$ cat config.mk
export PLATFORM = sky130hd
export DESIGN_NAME = ultrasonic_echo_ranger_median3_flat
export DESIGN_NICKNAME = d
export VERILOG_FILES = /design/src/hw/rtl/uer_pkg.sv /design/src/hw/rtl/uer_if.sv /design/src/hw/rtl/uer_front.sv /design/src/hw/rtl/uer_fifo.sv /design/src/hw/rtl/uer_back.sv /design/src/hw/rtl/ultrasonic_echo_ranger_median3.sv /design/src/flat_wrapper.sv
export SDC_FILE = /design/constraint.sdc
export NUM_CORES = 1
export LEC_CHECK = 0
export BUFFER_PORTS_ARGS = -buffer_cell sky130_fd_sc_hd__buf_2
export CAP_MARGIN = 5
export CELL_PAD_IN_SITES_DETAIL_PLACEMENT = 1
export CELL_PAD_IN_SITES_GLOBAL_PLACEMENT = 2
export CORE_MARGIN = 4
export CORE_UTILIZATION = 40
export CTS_CLUSTER_DIAMETER = 120
export CTS_CLUSTER_SIZE = 30
export DETAILED_ROUTE_END_ITERATION = 12
export PLACE_DENSITY_LB_ADDON = 0.15
export SYNTH_ARGS = -nofsm -noshare
export SYNTH_HDL_FRONTEND = slang
export SYNTH_SLANG_ARGS = --single-unit
$ cat constraint.sdc
create_clock -name i_clk -period 7.4 [get_ports i_clk]
set_input_delay 0.74 -clock i_clk [delete_from_list [all_inputs] [get_ports i_clk]]
set_output_delay 0.74 -clock i_clk [all_outputs]
set_load 0.005 [all_outputs]
$ cat src/hw/rtl/uer_pkg.sv
// Package for the ultrasonic echo ranger: shared types, register codes and constants.
// No dependencies; all other design files of the block but uer_chk use it by scoped names.
`timescale 1ns / 1ps

package uer_pkg;

    localparam int COUNT_BITS_DEF = 16;
    localparam int QUEUE_DEPTH    = 4;
    localparam int CFG_IDX_W      = 2;
    localparam int CFG_DATA_W     = 16;
    localparam int SAMPLE_W       = 16;
    localparam int SCALE_W        = 19;

    localparam logic [SCALE_W-1:0] DIST_SCALE = 19'd287733;

    localparam logic [CFG_IDX_W-1:0] REG_TIMEOUT = 2'd0;
    localparam logic [CFG_IDX_W-1:0] REG_TRIGGER = 2'd1;

    localparam logic [15:0] TIMEOUT_RST = 16'd13200;
    localparam logic [7:0]  TRIGGER_RST = 8'd10;

    typedef enum logic [3:0] {
        PH_IDLE = 4'b0001,
        PH_TRIG = 4'b0010,
        PH_WAIT = 4'b0100,
        PH_HIGH = 4'b1000
    } t_phase;

    typedef struct packed {
        logic                trig;
        logic                busy;
        logic                done;
        logic [SAMPLE_W-1:0] s0;
        logic [SAMPLE_W-1:0] s1;
        logic [SAMPLE_W-1:0] s2;
    } t_item;

endpackage

$ cat src/hw/rtl/uer_if.sv
// Channel interfaces of the ranger: tick input, result output and register writes.
// Depends on uer_pkg for widths.
`timescale 1ns / 1ps

interface uer_tick_if;
    logic valid;
    logic ready;
    logic echo_level;
    logic start_req;
    modport source (output valid, output echo_level, output start_req, input ready);
    modport sink   (input valid, input echo_level, input start_req, output ready);
endinterface

interface uer_res_if;
    logic        valid;
    logic        ready;
    logic        trigger_out;
    logic        busy_res;
    logic        result_valid;
    logic [15:0] median_width;
    logic [15:0] distance_q8;
    modport source (output valid, output trigger_out, output busy_res, output result_valid,
                    output median_width, output distance_q8, input ready);
    modport sink   (input valid, input trigger_out, input busy_res, input result_valid,
                    input median_width, input distance_q8, output ready);
endinterface

interface uer_cfg_if;
    logic                            valid;
    logic                            ready;
    logic [uer_pkg::CFG_IDX_W-1:0]  index;
    logic [uer_pkg::CFG_DATA_W-1:0] data;
    modport source (output valid, output index, output data, input ready);
    modport sink   (input valid, input index, input data, output ready);
endinterface

$ cat src/hw/rtl/uer_front.sv
// Front of the ranger: configuration registers and the per-tick measurement sequencer.
// Depends on uer_pkg and uer_if; emits one t_item per accepted tick.
`timescale 1ns / 1ps

module uer_front #(
    parameter int COUNT_BITS = uer_pkg::COUNT_BITS_DEF
) (
    input  logic           i_clk,
    input  logic           i_rst_n,
    uer_tick_if.sink       i_tick,
    uer_cfg_if.sink        i_cfg,
    input  logic           i_q_full,
    output logic           o_push,
    output uer_pkg::t_item o_item
);

    localparam int W = (COUNT_BITS > 16) ? COUNT_BITS : 16;
    localparam logic [COUNT_BITS-1:0] CNT_MAX = {COUNT_BITS{1'b1}};

    uer_pkg::t_phase        r_phase, n_phase, ph;
    logic [COUNT_BITS-1:0]  r_elapsed, n_elapsed, el, el1;
    logic [COUNT_BITS-1:0]  r_width, n_width, wc, wc1;
    logic [1:0]             r_idx, n_idx, ix, fidx;
    logic [15:0]            r_timeout;
    logic [7:0]             r_trig_len;
    logic [7:0]             len;
    logic [15:0]            r_store [2];
    logic                   fin;
    logic [COUNT_BITS-1:0]  fin_w;
    logic [15:0]            fin_clamp;
    logic                   tmo;
    logic                   trig, busy, done;

    assign i_tick.ready = !i_q_full;
    assign i_cfg.ready  = 1'b1;
    assign o_push       = i_tick.valid && !i_q_full;

    always_comb begin
        ph = r_phase;
        el = r_elapsed;
        wc = r_width;
        ix = r_idx;
        if (r_phase == uer_pkg::PH_IDLE && i_tick.start_req) begin
            ph = uer_pkg::PH_TRIG;
            el = '0;
            wc = '0;
            ix = '0;
        end
        el1 = (el == CNT_MAX) ? el : el + 1'b1;
        wc1 = (wc == CNT_MAX) ? wc : wc + 1'b1;
        len = (r_trig_len == 8'd0) ? 8'd1 : r_trig_len;
        tmo = (W'(el1) > W'(r_timeout)) || (el1 == CNT_MAX);

        n_phase   = ph;
        n_elapsed = el;
        n_width   = wc;
        n_idx     = ix;
        trig      = 1'b0;
        busy      = 1'b0;
        done      = 1'b0;
        fin       = 1'b0;
        fin_w     = '0;

        unique case (ph)
            uer_pkg::PH_TRIG: begin
                trig = 1'b1;
                busy = 1'b1;
                if (el1 >= COUNT_BITS'(len)) begin
                    n_elapsed = '0;
                    n_phase   = uer_pkg::PH_WAIT;
                end else begin
                    n_elapsed = el1;
                end
            end
            uer_pkg::PH_WAIT: begin
                busy = 1'b1;
                if (i_tick.echo_level) begin
                    n_width   = COUNT_BITS'(1);
                    n_elapsed = el1;
                    n_phase   = uer_pkg::PH_HIGH;
                end else if (tmo) begin
                    fin = 1'b1;
                end else begin
                    n_elapsed = el1;
                end
            end
            uer_pkg::PH_HIGH: begin
                busy = 1'b1;
                if (i_tick.echo_level) begin
                    if (tmo) begin
                        fin = 1'b1;
                    end else begin
                        n_width   = wc1;
                        n_elapsed = el1;
                    end
                end else begin
                    fin   = 1'b1;
                    fin_w = wc;
                end
            end
            default: begin
                n_phase = uer_pkg::PH_IDLE;
            end
        endcase

        fidx = (ix == 2'd3) ? 2'd2 : ix;
        if (fin) begin
            n_elapsed = '0;
            n_width   = '0;
            if (fidx == 2'd2) begin
                n_idx   = 2'd0;
                n_phase = uer_pkg::PH_IDLE;
                done    = 1'b1;
            end else begin
                n_idx   = fidx + 2'd1;
                n_phase = uer_pkg::PH_TRIG;
            end
        end
        fin_clamp = (W'(fin_w) > W'(16'hFFFF)) ? 16'hFFFF : 16'(fin_w);

        o_item.trig = trig;
        o_item.busy = busy;
        o_item.done = done;
        o_item.s0   = r_store[0];
        o_item.s1   = r_store[1];
        o_item.s2   = fin_clamp;
    end

    always_ff @(posedge i_clk) begin
        if (!i_rst_n) begin
            r_phase    <= uer_pkg::PH_IDLE;
            r_elapsed  <= '0;
            r_width    <= '0;
            r_idx      <= '0;
            r_timeout  <= uer_pkg::TIMEOUT_RST;
            r_trig_len <= uer_pkg::TRIGGER_RST;
        end else begin
            if (o_push) begin
                r_phase   <= n_phase;
                r_elapsed <= n_elapsed;
                r_width   <= n_width;
                r_idx     <= n_idx;
            end
            if (i_cfg.valid) begin
                unique case (i_cfg.index)
                    uer_pkg::REG_TIMEOUT: r_timeout  <= i_cfg.data;
                    uer_pkg::REG_TRIGGER: r_trig_len <= i_cfg.data[7:0];
                    default: ;
                endcase
            end
        end
    end

    always_ff @(posedge i_clk) begin
        if (o_push && fin && fidx != 2'd2) begin
            r_store[fidx[0]] <= fin_clamp;
        end
    end

endmodule

$ cat src/hw/rtl/uer_fifo.sv
// Short queue of t_item between front and back of the ranger.
// Depends on uer_pkg for the item type and depth.
`timescale 1ns / 1ps

module uer_fifo (
    input  logic           i_clk,
    input  logic           i_rst_n,
    input  logic           i_push,
    input  uer_pkg::t_item i_item,
    input  logic           i_pop,
    output logic           o_full,
    output logic           o_vld,
    output uer_pkg::t_item o_item
);

    localparam int PW = $clog2(uer_pkg::QUEUE_DEPTH);

    uer_pkg::t_item r_mem [uer_pkg::QUEUE_DEPTH];
    logic [PW-1:0]  r_wr, r_rd;
    logic [PW:0]    r_cnt;

    assign o_full = (r_cnt == (PW+1)'(uer_pkg::QUEUE_DEPTH));
    assign o_vld  = (r_cnt != '0);
    assign o_item = r_mem[r_rd];

    always_ff @(posedge i_clk) begin
        if (!i_rst_n) begin
            r_wr  <= '0;
            r_rd  <= '0;
            r_cnt <= '0;
        end else begin
            if (i_push) begin
                r_wr <= r_wr + 1'b1;
            end
            if (i_pop) begin
                r_rd <= r_rd + 1'b1;
            end
            if (i_push && !i_pop) begin
                r_cnt <= r_cnt + 1'b1;
            end else if (!i_push && i_pop) begin
                r_cnt <= r_cnt - 1'b1;
            end
        end
    end

    always_ff @(posedge i_clk) begin
        if (i_push) begin
            r_mem[r_wr] <= i_item;
        end
    end

endmodule

$ cat src/hw/rtl/uer_back.sv
// Back of the ranger: median of three, then distance scaling into the result register.
// Depends on uer_pkg and uer_if; pops items from uer_fifo.
`timescale 1ns / 1ps

module uer_back (
    input  logic           i_clk,
    input  logic           i_rst_n,
    input  logic           i_q_vld,
    input  uer_pkg::t_item i_item,
    output logic           o_pop,
    uer_res_if.source      o_res
);

    logic        r_a_vld, r_a_trig, r_a_busy, r_a_done;
    logic [15:0] r_a_med;
    logic        r_b_vld, r_b_trig, r_b_busy, r_b_done;
    logic [15:0] r_b_med, r_b_dist;
    logic        b_free, a_free;
    logic [15:0] lo, hi, mid;
    logic [34:0] prod;
    logic [18:0] scaled;
    logic [15:0] dist_sat;

    assign b_free = !r_b_vld || o_res.ready;
    assign a_free = !r_a_vld || b_free;
    assign o_pop  = i_q_vld && a_free;

    always_comb begin
        lo       = (i_item.s0 < i_item.s1) ? i_item.s0 : i_item.s1;
        hi       = (i_item.s0 < i_item.s1) ? i_item.s1 : i_item.s0;
        mid      = (hi < i_item.s2) ? hi : i_item.s2;
        mid      = (lo > mid) ? lo : mid;
        prod     = 35'(r_a_med) * 35'(uer_pkg::DIST_SCALE);
        scaled   = prod[34:16];
        dist_sat = (scaled[18:16] != 3'd0) ? 16'hFFFF : scaled[15:0];
    end

    always_ff @(posedge i_clk) begin
        if (!i_rst_n) begin
            r_a_vld <= 1'b0;
            r_b_vld <= 1'b0;
        end else begin
            if (a_free) begin
                r_a_vld <= i_q_vld;
            end
            if (b_free) begin
                r_b_vld <= r_a_vld;
            end
        end
    end

    always_ff @(posedge i_clk) begin
        if (a_free) begin
            r_a_trig <= i_item.trig;
            r_a_busy <= i_item.busy;
            r_a_done <= i_item.done;
            r_a_med  <= i_item.done ? mid : 16'd0;
        end
        if (b_free) begin
            r_b_trig <= r_a_trig;
            r_b_busy <= r_a_busy;
            r_b_done <= r_a_done;
            r_b_med  <= r_a_med;
            r_b_dist <= r_a_done ? dist_sat : 16'd0;
        end
    end

    assign o_res.valid        = r_b_vld;
    assign o_res.trigger_out  = r_b_trig;
    assign o_res.busy_res     = r_b_busy;
    assign o_res.result_valid = r_b_done;
    assign o_res.median_width = r_b_med;
    assign o_res.distance_q8  = r_b_dist;

endmodule

$ cat src/hw/rtl/ultrasonic_echo_ranger_median3.sv
// Top level of the ultrasonic echo ranger with median-of-three filtering.
// Depends on uer_pkg, uer_if, uer_front, uer_fifo and uer_back.
//
//   channel  | dir | handshake              | payload
//   ---------+-----+------------------------+-------------------------------------------
//   i_tick   | in  | i_tick.valid/ready     | echo_level, start_req
//   o_res    | out | o_res.valid/ready      | trigger_out, busy_res, result_valid,
//            |     |                        | median_width, distance_q8
//   i_cfg    | in  | i_cfg.valid/ready      | index (0 timeout_ticks, 1 trigger_ticks), data
//
// One tick accepted per cycle while the queue has room; each tick yields one result on o_res,
// passing from the sequencer into the queue, then the median stage, then the scaling
// multiplier into the output register.
// A four-entry queue parts the sequencer from the result stages; ticks stall only
// when it is full. Config writes are taken every cycle. Reset is synchronous,
// active low, and clears control state only.
`timescale 1ns / 1ps

module ultrasonic_echo_ranger_median3 #(
    parameter int COUNT_BITS = uer_pkg::COUNT_BITS_DEF
) (
    input  logic      i_clk,
    input  logic      i_rst_n,
    uer_tick_if.sink  i_tick,
    uer_cfg_if.sink   i_cfg,
    uer_res_if.source o_res
);

    logic           push, pop, q_full, q_vld;
    uer_pkg::t_item f_item, q_item;

    uer_front #(
        .COUNT_BITS (COUNT_BITS)
    ) u_front (
        .i_clk    (i_clk),
        .i_rst_n  (i_rst_n),
        .i_tick   (i_tick),
        .i_cfg    (i_cfg),
        .i_q_full (q_full),
        .o_push   (push),
        .o_item   (f_item)
    );

    uer_fifo u_fifo (
        .i_clk   (i_clk),
        .i_rst_n (i_rst_n),
        .i_push  (push),
        .i_item  (f_item),
        .i_pop   (pop),
        .o_full  (q_full),
        .o_vld   (q_vld),
        .o_item  (q_item)
    );

    uer_back u_back (
        .i_clk   (i_clk),
        .i_rst_n (i_rst_n),
        .i_q_vld (q_vld),
        .i_item  (q_item),
        .o_pop   (pop),
        .o_res   (o_res)
    );

endmodule

$ cat src/flat_wrapper.sv
// flat-port wrapper written by rule: the top's interface ports become plain ports
module ultrasonic_echo_ranger_median3_flat 
#(
    parameter int COUNT_BITS = uer_pkg::COUNT_BITS_DEF
)
  (i_clk, i_rst_n, i_tick_valid, i_tick_echo_level, i_tick_start_req, i_tick_ready, i_cfg_valid, i_cfg_index, i_cfg_data, i_cfg_ready, o_res_valid, o_res_trigger_out, o_res_busy_res, o_res_result_valid, o_res_median_width, o_res_distance_q8, o_res_ready);
  uer_tick_if i_tick_i ();
  uer_cfg_if i_cfg_i ();
  uer_res_if o_res_i ();
  input  logic i_clk;
  input  logic i_rst_n;
  input wire logic [$bits(i_tick_i.valid)-1:0] i_tick_valid;
  input wire logic [$bits(i_tick_i.echo_level)-1:0] i_tick_echo_level;
  input wire logic [$bits(i_tick_i.start_req)-1:0] i_tick_start_req;
  output wire logic [$bits(i_tick_i.ready)-1:0] i_tick_ready;
  input wire logic [$bits(i_cfg_i.valid)-1:0] i_cfg_valid;
  input wire logic [$bits(i_cfg_i.index)-1:0] i_cfg_index;
  input wire logic [$bits(i_cfg_i.data)-1:0] i_cfg_data;
  output wire logic [$bits(i_cfg_i.ready)-1:0] i_cfg_ready;
  output wire logic [$bits(o_res_i.valid)-1:0] o_res_valid;
  output wire logic [$bits(o_res_i.trigger_out)-1:0] o_res_trigger_out;
  output wire logic [$bits(o_res_i.busy_res)-1:0] o_res_busy_res;
  output wire logic [$bits(o_res_i.result_valid)-1:0] o_res_result_valid;
  output wire logic [$bits(o_res_i.median_width)-1:0] o_res_median_width;
  output wire logic [$bits(o_res_i.distance_q8)-1:0] o_res_distance_q8;
  input wire logic [$bits(o_res_i.ready)-1:0] o_res_ready;
  assign i_tick_i.valid = i_tick_valid;
  assign i_tick_i.echo_level = i_tick_echo_level;
  assign i_tick_i.start_req = i_tick_start_req;
  assign i_tick_ready = i_tick_i.ready;
  assign i_cfg_i.valid = i_cfg_valid;
  assign i_cfg_i.index = i_cfg_index;
  assign i_cfg_i.data = i_cfg_data;
  assign i_cfg_ready = i_cfg_i.ready;
  assign o_res_valid = o_res_i.valid;
  assign o_res_trigger_out = o_res_i.trigger_out;
  assign o_res_busy_res = o_res_i.busy_res;
  assign o_res_result_valid = o_res_i.result_valid;
  assign o_res_median_width = o_res_i.median_width;
  assign o_res_distance_q8 = o_res_i.distance_q8;
  assign o_res_i.ready = o_res_ready;
  ultrasonic_echo_ranger_median3 #(.COUNT_BITS(COUNT_BITS)) u_core (.i_clk(i_clk), .i_rst_n(i_rst_n), .i_tick(i_tick_i), .i_cfg(i_cfg_i), .o_res(o_res_i));
endmodule
; ---- Word-level counts from Yosys, hierarchy flattened
; Memories as Yosys holds them, arrays and structs flattened. A register that Yosys moved wholly into a read port is not among the register bits.
; Cells that the tools add are included.
; W data, S select, Z words.
[classes]
add_sub_neg = 7
multipliers = 1
n_div = 0
order_cmp = 6
eq_ne = 12
shift = 0
muxes = 50
n_bitwise = 0
n_reduce_logical = 23
[ops]
columns = op, count
row1 = $mux W16, 21
row2 = $eq A16 B16 Y1 const B, 3
row3 = $pmux W16 S3, 1
row4 = $mul A16 B19 Y35 const B, 1
row5 = $add A16 B1 Y16 const B, 2
row6 = $gt A16 B16 Y1, 2
row7 = $lt A16 B16 Y1, 2
row8 = $pmux W16 S2, 1
row9 = $ge A16 B8 Y1, 1
row10 = $gt A16 B16 Y1 const B, 1
row11 = $mux W4, 4
row12 = $mux W2, 7
row13 = $pmux W4 S3, 1
row14 = $mux W1, 11
row15 = $logic_not A8 Y1, 1
row16 = $mux W8, 1
row17 = $logic_and A1 B1 Y1, 7
row18 = $add A2 B1 Y2 const B, 3
row19 = $mux W3, 2
row20 = $reduce_bool A3 Y1, 2
row21 = $logic_not A1 Y1, 5
row22 = $eq A2 B2 Y1 const B, 2
row23 = $eq A4 B1 Y1 const B, 1
row24 = $eq A4 B2 Y1 const B, 1
row25 = other kinds (13), 16
[totals]
ff_bits = 125
latchBits = 0
ram_bits = 236
romBits = 0
input_bits = 25
output_inout_bits = 38
wordCells = 121
memories = 2
[memory_table]
columns = memory, depth, width, rd, rd_ports_with_merged_regs, wr, line
row1 = u_core.u_fifo.r_mem, 4, 51, 1, 1, 1, uer_fifo.sv:18  ; uer_pkg::t_item r_mem [uer_pkg::QUEUE_DEPTH];
row2 = u_core.u_front.r_store, 2, 16, 2, 0, 1, uer_front.sv:27  ; logic [15:0] r_store [2];

; ---- Longest topological paths before layout
; Gate-level depths: netlist of the first run.
[depth]
ltp_word = 14
mapped_depth = 38
ltp_nobuf = 31

; ---- Modules after synthesis
; A second synthesis of the first run with hierarchy kept.
[hier_totals]
hier_cells = 1866
hier_area_um2 = 22397.7
[by_module_without_submodules]
columns = module, n_inst, cells_each, area_each_um2, seq_area_each_um2
row1 = uer_back, 1, 907, 8922.3, 1661.6
row2 = uer_fifo, 1, 310, 7865.0, 6306.0
row3 = uer_front, 1, 649, 5610.4, 2202.1

; ---- Worst setup path after synthesis of the first run
; No wires, ideal clock.
[synth_timing]
path_kind = flip-flop to flip-flop
start = register (tool-made name)
end = register u_core.u_back.r_a_med[0], data pin
setup_time_ns = 0.195
arrival_time_ns = 7.876
required_time_ns = 7.205
slack_ns = -0.671
stages_incl_launch_ff = 37
n_path_buf = 6
period_less_slack_ns = 8.071
path_cell_list = dfxtp_1 buf_2 buf_2 buf_1 mux4_2 inv_1 ha_1 a2111oi_0 o211ai_1 a2111oi_0 or3_1 buf_2 buf_2 mux2_2 ha_1 a21o_1 a21o_1 a21o_1 a21o_1 a21o_1 a21o_1 a221o_1 a31oi_2 buf_2 nand2_1 o21ai_0 ha_1 nor2b_1 o21a_1 o21a_1 o211ai_1 a21boi_0 o21a_1 o21ai_0 a22o_1 or4b_1 o311ai_0
[synth_lines]
columns = item, line
row1 = to (signal assigned), uer_back.sv:57  ; r_a_med <= i_item.done ? mid : 16'd0;
row2 = to (decl), uer_back.sv:15  ; logic [15:0] r_a_med;

==> flow_metrics.env, run 1 <==
export IMPL_synth_mux_area_share_pct=7.611
export IMPL_min_path_type="in2reg"
export IMPL_clock_path_buffers=3
export IMPL_grt_pass1_vias=14630
export IMPL_first_pass_iters=5
export IMPL_cts_tree="yes"
export IMPL_cts_htree_levels=1
export IMPL_final_util_pct=45.44
export IMPL_cts_root_buf="clkbuf_16"
export IMPL_period_minus_slack_ps=7061
export IMPL_synth_top_family_by_area="adder cells"
export IMPL_insertion_delay_ps=550
export IMPL_syn_area_per_cell_sq_um=12.55
export IMPL_antenna_found_initial=0
export IMPL_fmax_mhz=141.6
export IMPL_fp_dieW_um=239.9
export IMPL_synth_cell_area_sq_um=21520
export IMPL_nNetsFinal=2160
export IMPL_path_max_fanout=7
export IMPL_r2r_cells=31
export IMPL_drc=0
export IMPL_die_area_sq_um=57570
export IMPL_synth_top_cell_by_area="edfxtp_1"
export IMPL_slew_viol_final=0
export IMPL_coreArea_sq_um=52870
export IMPL_drtIter0Drc=718
export IMPL_grt_setup_unrepaired="no"
export IMPL_via_per_inst=5.329
export IMPL_async_flop_share_pct=0
export IMPL_setup_viol=0
export IMPL_layout_common_cells="edfxtp_1, inv_1, ha_1"
export IMPL_antenna_cells_inserted=0
export IMPL_cp_slowest_cell="mux4_2"
export IMPL_syn_nets=2044
export IMPL_post_dp_hpwl_um=39870
export IMPL_cp_required_ps=7770
export IMPL_numCtsBuffers=18
export IMPL_grt_usage_pct=18.16
export IMPL_cts_sinks=363
export IMPL_synth_cell_type_count=81
export IMPL_worst_setup_path_type="reg2reg"
export IMPL_max_cap_violations=0
export IMPL_ys_ff_latch=363
export IMPL_cts_hold_buf=0
export IMPL_endpoint_kind="flip-flop"
export IMPL_max_slew_margin_pct=21.22
export IMPL_yosys_warnings=0
export IMPL_gp_congestion=0.8151
export IMPL_synth_main_ff_cell="edfxtp_1"
export IMPL_critPathMaxStageDelay_ps=540
export IMPL_netlist_instances=1715
export IMPL_synth_edf_count=290
export IMPL_cp_data_arrival_time_ps=7430
export IMPL_ant_nets=0
export IMPL_tightest_slew_ps=1179
export IMPL_cp_common_cell="a21o_1"
export IMPL_cp_start_kind="flip-flop"
export IMPL_io_pin_count=63
export IMPL_clk_pin_slew_worst_paths_ps=110
export IMPL_ys_seq_area_share_pct=47.26
export IMPL_hold_path_depth=3
export IMPL_yosys_area_share_simple_pct=8.721
export IMPL_grt_pass1_wl_um=83070
export IMPL_period_share_pct=95.41
export IMPL_synth_xor_area_share_pct=1.140
export IMPL_synth_fa_ha_area_share_pct=21.02
export IMPL_gr_total_overflow=0
export IMPL_vias=13490
export IMPL_std_cell_rows=84
export IMPL_synth_compound_area_share_pct=9.466
export IMPL_layout_commonest_cell="edfxtp_1"
export IMPL_drive_gt1_share_pct=16.06
export IMPL_synth_top_area_share_pct=40.47
export IMPL_skew_ps=19.13
export IMPL_routed_wl_um=51990
export IMPL_grt_max_degree=52
export IMPL_synthTopCellsByArea="edfxtp_1, ha_1, fa_1, dfxtp_1, mux4_2"
export IMPL_wl_per_cell_um=20.54
export IMPL_syn_to_final_growth_pct=11.62
export IMPL_finalHoldViolations=0
export IMPL_start_util_pct=40.71
export IMPL_status="finished clean"
export IMPL_fp_dieH_um=239.9
export IMPL_port_buffers=61
-- cell families (layout without fill, tap and decap cells) --
logic type / count (synthesis) / after routing
AO/OA/AOI/OAI: 287 / 287
XOR/XNOR: 28 / 28
adder cells (fa/ha/maj): 304 / 304
buffers and inverters: 265 / 393
flip-flops: 363 / 363
multiplexers: 99 / 99
other: 1 / 1
AND/OR/NAND/NOR: 368 / 368
-- routing by layer --
metal | part of all wire [%] | wire (um) | vias up | global-route usage (%)
met4 | 1.3 | 694 | 0 | 2.921
met3 | 2.3 | 1189 | 40 | 1.629
met1 | 46 | 23710 | 6836 | 24.56
met5 | 0 | 0 | - | 0
met2 | 51 | 26400 | 139 | 32.59
li1 | - | - | 6472 | -
-- final timing paths --
check	endpoint	from	slack, ps
worst max-delay path	u_core.u_back.r_a_med[0]	flip-flop	340
worst min-delay path	u_core.u_front.r_timeout[8]	i_cfg_data[8]	420
worst max register to register	u_core.u_back.r_a_med[0]	flip-flop	340
worst min register to register	u_core.u_back.o_res.trigger_out	u_core.u_back.r_a_trig	440
-- metrics by stage --
step / worst slack [ps] / setup TNS, ps / hold slack, ps / area [sq um] / cells
3_3_place_gp: -183.4 / -2206 / 412.9 / 23140 / 2489
2_1_floorplan: 35.53 / 0 / 400.3 / 21570 / 1715
3_5_place_dp: -302.5 / -3874 / 424.9 / 23140 / 2489
4_1_cts: 0.7514 / 0 / 392.3 / 23800 / 2524
5_1_grt: 4.461 / 0 / 408.9 / 24020 / 2531
6_report: 339.5 / 0 / 415.3 / 24020 / 2531
-- critical path, delay by kind of cell, from the launching register on --
kind | cells | cell delay (ps)
compound gates | 18 | 3090
flops | 1 | 370
fa+ha+maj | 3 | 820
mux | 3 | 1110
simple gates | 3 | 930
buf+inv | 4 | 530
-- synth_stat cells (9+ instances only) --
cell type	count
edfxtp_1	290
ha_1	208
inv_1	207
nand2_1	124
fa_1	96
dfxtp_1	73
nor2_1	65
o21ai_0	54
mux4_2	50
a21oi_1	42
clkbuf_1	36
mux2i_1	32
o21a_1	30
nand4_1	29
and2_1	25
a21o_1	23
nand3_1	23
and3_1	19
o211ai_1	19
xnor2_1	19
a211oi_1	18
a21boi_0	17
mux2_2	17
a22o_1	15
nor2b_1	15
a31oi_1	13
buf_2	12
nor3_1	10
nand2b_1	9
xor2_1	9
-- what timing repair did --
action	CTS	global route
resized for setup	6	34
endpoints found under the setup margin	16	30
pin swaps	3	5
gates cloned	0	0
buffers inserted	3	7
-- area by class of cell --
class                           instances  area, sq um
Multi-Input combinational cell       1087        10500
Sequential cell                       363        10170
Fill cell                            5581        28850
Clock inverter                          6        103.9
Timing Repair Buffer                  153         1096
Tap cell                              688        860.8
Inverter                              208        780.7
Clock buffer                           26        501.7
-- sequential cells by signal (all words and copies together) (netlist names), named ones only --
register and cells:
u_core.u_fifo.r_mem 204, u_core.u_back.r_a_vld 1, u_core.u_fifo.r_rd 2, u_core.u_front.r_timeout 16, u_core.u_back.o_res.busy_res 1, u_core.u_front.r_idx 2, u_core.u_front.r_width 16, u_core.u_back.o_res.median_width 16
u_core.u_back.o_res.trigger_out 1, u_core.u_back.r_a_med 16, u_core.u_front.r_store 32, u_core.u_front.r_phase 4, u_core.u_back.r_a_busy 1, u_core.u_front.r_trig_len 8, u_core.u_front.r_elapsed 16, u_core.u_back.r_a_trig 1
u_core.u_fifo.r_wr 2, u_core.u_back.o_res.valid 1, u_core.u_back.r_a_done 1, u_core.u_back.o_res.distance_q8 16, u_core.u_fifo.r_cnt 3, u_core.u_back.o_res.result_valid 1
Power of run 1 is not shown: default switching activity piles up to over one toggle a cycle in this logic, so the estimate is an artifact.
==> inputs of run 2 (changes only) <==
- CORE_UTILIZATION: 40 -> 35
- SYNTH_HIERARCHICAL: unset -> 1
==> run 2 against run 1 <==
Sequential share of layout area shrank 0.68 points. Non-clock buffer count shrank 41. Via count grew 9.3%. Core utilization shrank 6.8 points. Fmax grew 0.73%. Final cell count grew 9.8%. Critical path depth shrank 12. First-iteration DRC count shrank 3.2%. Clock skew grew 8.4 ps. Final area grew 1.6%. Worst hold slack lost 7.6 ps.
==> flow_metrics.env, run 2 <==
export IMPL_status="finished clean"
export IMPL_start_util_pct=35.44
export IMPL_period_share_pct=94.72
export IMPL_worst_setup_path_type="reg2reg"
export IMPL_fp_dieH_um=261.0
export IMPL_synth_top_area_share_pct=38.88
export IMPL_setup_viol=0
export IMPL_place_inst=2744
export IMPL_r2r_cells=19
export IMPL_routed_wl_um=59630
export IMPL_cp_required_ps=7710
export IMPL_cts_sinks=363
export IMPL_post_dp_hpwl_um=45010
export IMPL_antenna_found_initial=0
export IMPL_yosys_top_cells_count="edfxtp_1, inv_1, ha_1"
export IMPL_r2r_end="u_core/u_back/o_res.distance_q8[15]"
export IMPL_fmax_mhz=142.7
export IMPL_final_cells=2780
export IMPL_std_cell_rows=92
export IMPL_cts_htree_levels=1
export IMPL_synth_edf_count=290
export IMPL_cp_data_arrival_time_ps=7320
export IMPL_grt_pass1_vias=15860
export IMPL_min_path_type="in2reg"
export IMPL_yosys_area_share_simple_pct=9.402
export IMPL_rr_startpoint="u_core/u_back/r_a_med[8]"
export IMPL_io_pin_count=63
export IMPL_period_minus_slack_ps=7009
export IMPL_crit_end="u_core/u_back/o_res.distance_q8[15]"
export IMPL_skew_ps=27.54
export IMPL_gp_congestion=0.8153
export IMPL_via_per_inst=5.301
export IMPL_syn_area_per_cell_sq_um=12.00
export IMPL_endpoint_kind="flip-flop"
export IMPL_final_cell_area_sq_um=24410
export IMPL_layout_common_cells="edfxtp_1, inv_1, ha_1"
export IMPL_grtUsageMet3_pct=1.654
export IMPL_largest_reg_flops=204
export IMPL_busiest_layer="met2"
export IMPL_numCtsBuffers=19
export IMPL_max_cap_violations=0
export IMPL_cp_start_kind="flip-flop"
export IMPL_grt_use_met2_pct=30.67
export IMPL_synth_main_ff_cell="edfxtp_1"
export IMPL_die_area_sq_um=68110
export IMPL_layout_commonest_cell="edfxtp_1"
export IMPL_grt_setup_unrepaired="no"
export IMPL_insertion_delay_ps=570
export IMPL_vias=14740
export IMPL_grt_usage_pct=17.50
export IMPL_grt_max_degree=52
export IMPL_synth_cell_type_count=95
export IMPL_ys_seq_area_share_pct=45.41
export IMPL_ys_ff_latch=363
export IMPL_max_slew_margin_pct=32.51
export IMPL_fin_setup_tns_ps=0
export IMPL_grt_pass1_wl_um=93760
export IMPL_holdWs_ps=407.7
export IMPL_met1_usage_pct=23.94
export IMPL_critPathLaunch="u_core/u_back/r_a_med[8]"
export IMPL_synth_cell_area_sq_um=22400
export IMPL_antenna_cells_inserted=0
export IMPL_clk_pin_slew_worst_paths_ps=110
export IMPL_gr_total_overflow=0
export IMPL_place_area_sq_um=23730
export IMPL_synthTopCellsByArea="edfxtp_1, ha_1, fa_1, dfxtp_1, mux4_2"
export IMPL_synth_top_cell_by_area="edfxtp_1"
export IMPL_syn_nets=2195
export IMPL_synth_top_family_by_area="adder cells"
export IMPL_cts_root_buf="clkbuf_16"
export IMPL_drc=0
export IMPL_first_pass_iters=5
export IMPL_fill_cells=6797
export IMPL_r2r_slack_ps=390
export IMPL_synth_compound_area_share_pct=11.08
export IMPL_async_flop_share_pct=0
export IMPL_top_register="u_core/u_fifo/r_mem"
export IMPL_nNetsFinal=2250
export IMPL_yosys_warnings=6
export IMPL_drtIter0Drc=695
export IMPL_post_synth_top_count_cell="edfxtp_1"
export IMPL_synth_xor_area_share_pct=1.134
export IMPL_synth_mux_area_share_pct=6.530
export IMPL_tightest_slew_ps=1010
export IMPL_slew_viol_final=0
export IMPL_syn_to_final_growth_pct=8.983
export IMPL_wl_per_cell_um=21.45
export IMPL_cts_tree="yes"
export IMPL_netlist_instances=1866
export IMPL_port_buffers=61
export IMPL_ant_nets=0
export IMPL_finalHoldViolations=0
export IMPL_cts_hold_buf=0
export IMPL_clock_path_buffers=3
export IMPL_synth_fa_ha_area_share_pct=20.17
export IMPL_coreArea_sq_um=63200
export IMPL_fp_dieW_um=261.0
export IMPL_drive_gt1_share_pct=13.03
export IMPL_path_max_fanout=16
-- run 2: changes by cell type in the layout (fill, tap and decap cells not counted), sizes merged, moves of 9 or more --
| cell | before | now |
|---|---|---|
| nand2 | 124 | 110 |
| a311oi | 1 | 16 |
| a211o | 2 | 11 |
| a22o | 15 | 3 |
| inv | 211 | 255 |
| nand3 | 23 | 49 |
| a21oi | 42 | 72 |
| mux2i | 32 | 13 |
| a21boi | 17 | 5 |
| buf | 153 | 112 |
| o21ai | 56 | 95 |
| nor4 | 4 | 24 |
-- run 2: how the worst min path moves through the flow --
stage          depth (start not counted)                    from                      endpoint
5_1_grt                                3          i_cfg_data[11]  u_core/u_front/r_timeout[11]
3_3_place_gp                           0  u_core/u_back/r_a_busy  u_core/u_back/o_res.busy_res
2_1_floorplan                          0  u_core/u_back/r_a_busy  u_core/u_back/o_res.busy_res
4_1_cts                                3          i_cfg_data[11]  u_core/u_front/r_timeout[11]
6_report                               3          i_cfg_data[11]  u_core/u_front/r_timeout[11]
3_5_place_dp                           0  u_core/u_back/r_a_busy  u_core/u_back/o_res.busy_res
-- run 2: final cells by class --
class,instances,area [sq um],area share (%)
Inverter,247,927.1,3.798
Timing Repair Buffer,112,738.2,3.024
Tap cell,846,1059,4.336
Multi-Input combinational cell,1178,10880,44.56
Clock buffer,24,494.2,2.025
Clock inverter,10,140.1,0.5741
Sequential cell,363,10170,41.68
-- run 2: cell families after synthesis --
kind of cell	Yosys count
simple gates	402
buf+inv	325
mux	80
xor+xnor	29
fa+ha+maj	304
compound gates	362
other cells	1
flops	363
-- run 2: critical path, stage by stage, from the launching register on --
cell and delay [ps]:
edfxtp_1 670, fa_1 630, inv_1 120, fa_1 530, inv_1 50, fa_1 480, fa_1 520, fa_1 540
inv_1 60, fa_1 530, inv_1 40, ha_1 300, a211o_1 300, a211oi_2 300, buf_4 220, o22ai_2 110
a41o_1 370, a211o_1 290, a31o_2 380, o31a_1 330
-- run 2: layer usage --
| layer | vias up | wire [um] |
|---|---|---|
| li1 | 6919 | - |
| met4 | 0 | 1069 |
| met5 | - | 0 |
| met1 | 7608 | 27390 |
| met3 | 50 | 1488 |
| met2 | 161 | 29680 |
-- run 2: repair_timing --
| action | in CTS | in global routing |
|---|---|---|
| setup buffers | 0 | 2 |
| endpoints found under the hold margin | 0 | 0 |
| resized for setup | 0 | 5 |
| setup endpoints to repair | 0 | 31 |
-- run 2: through the flow --
| step | setup slack [ps] | utilization, % |
|---|---|---|
| 2_1_floorplan | 736.7 | - |
| 3_3_place_gp | 248.0 | 37.55 |
| 3_5_place_dp | 217.5 | 37.55 |
| 4_1_cts | 167.5 | 38.56 |
| 5_1_grt | 14.05 | 38.63 |
| 6_report | 390.8 | 38.63 |
Power of run 2 is left out for the same reason.
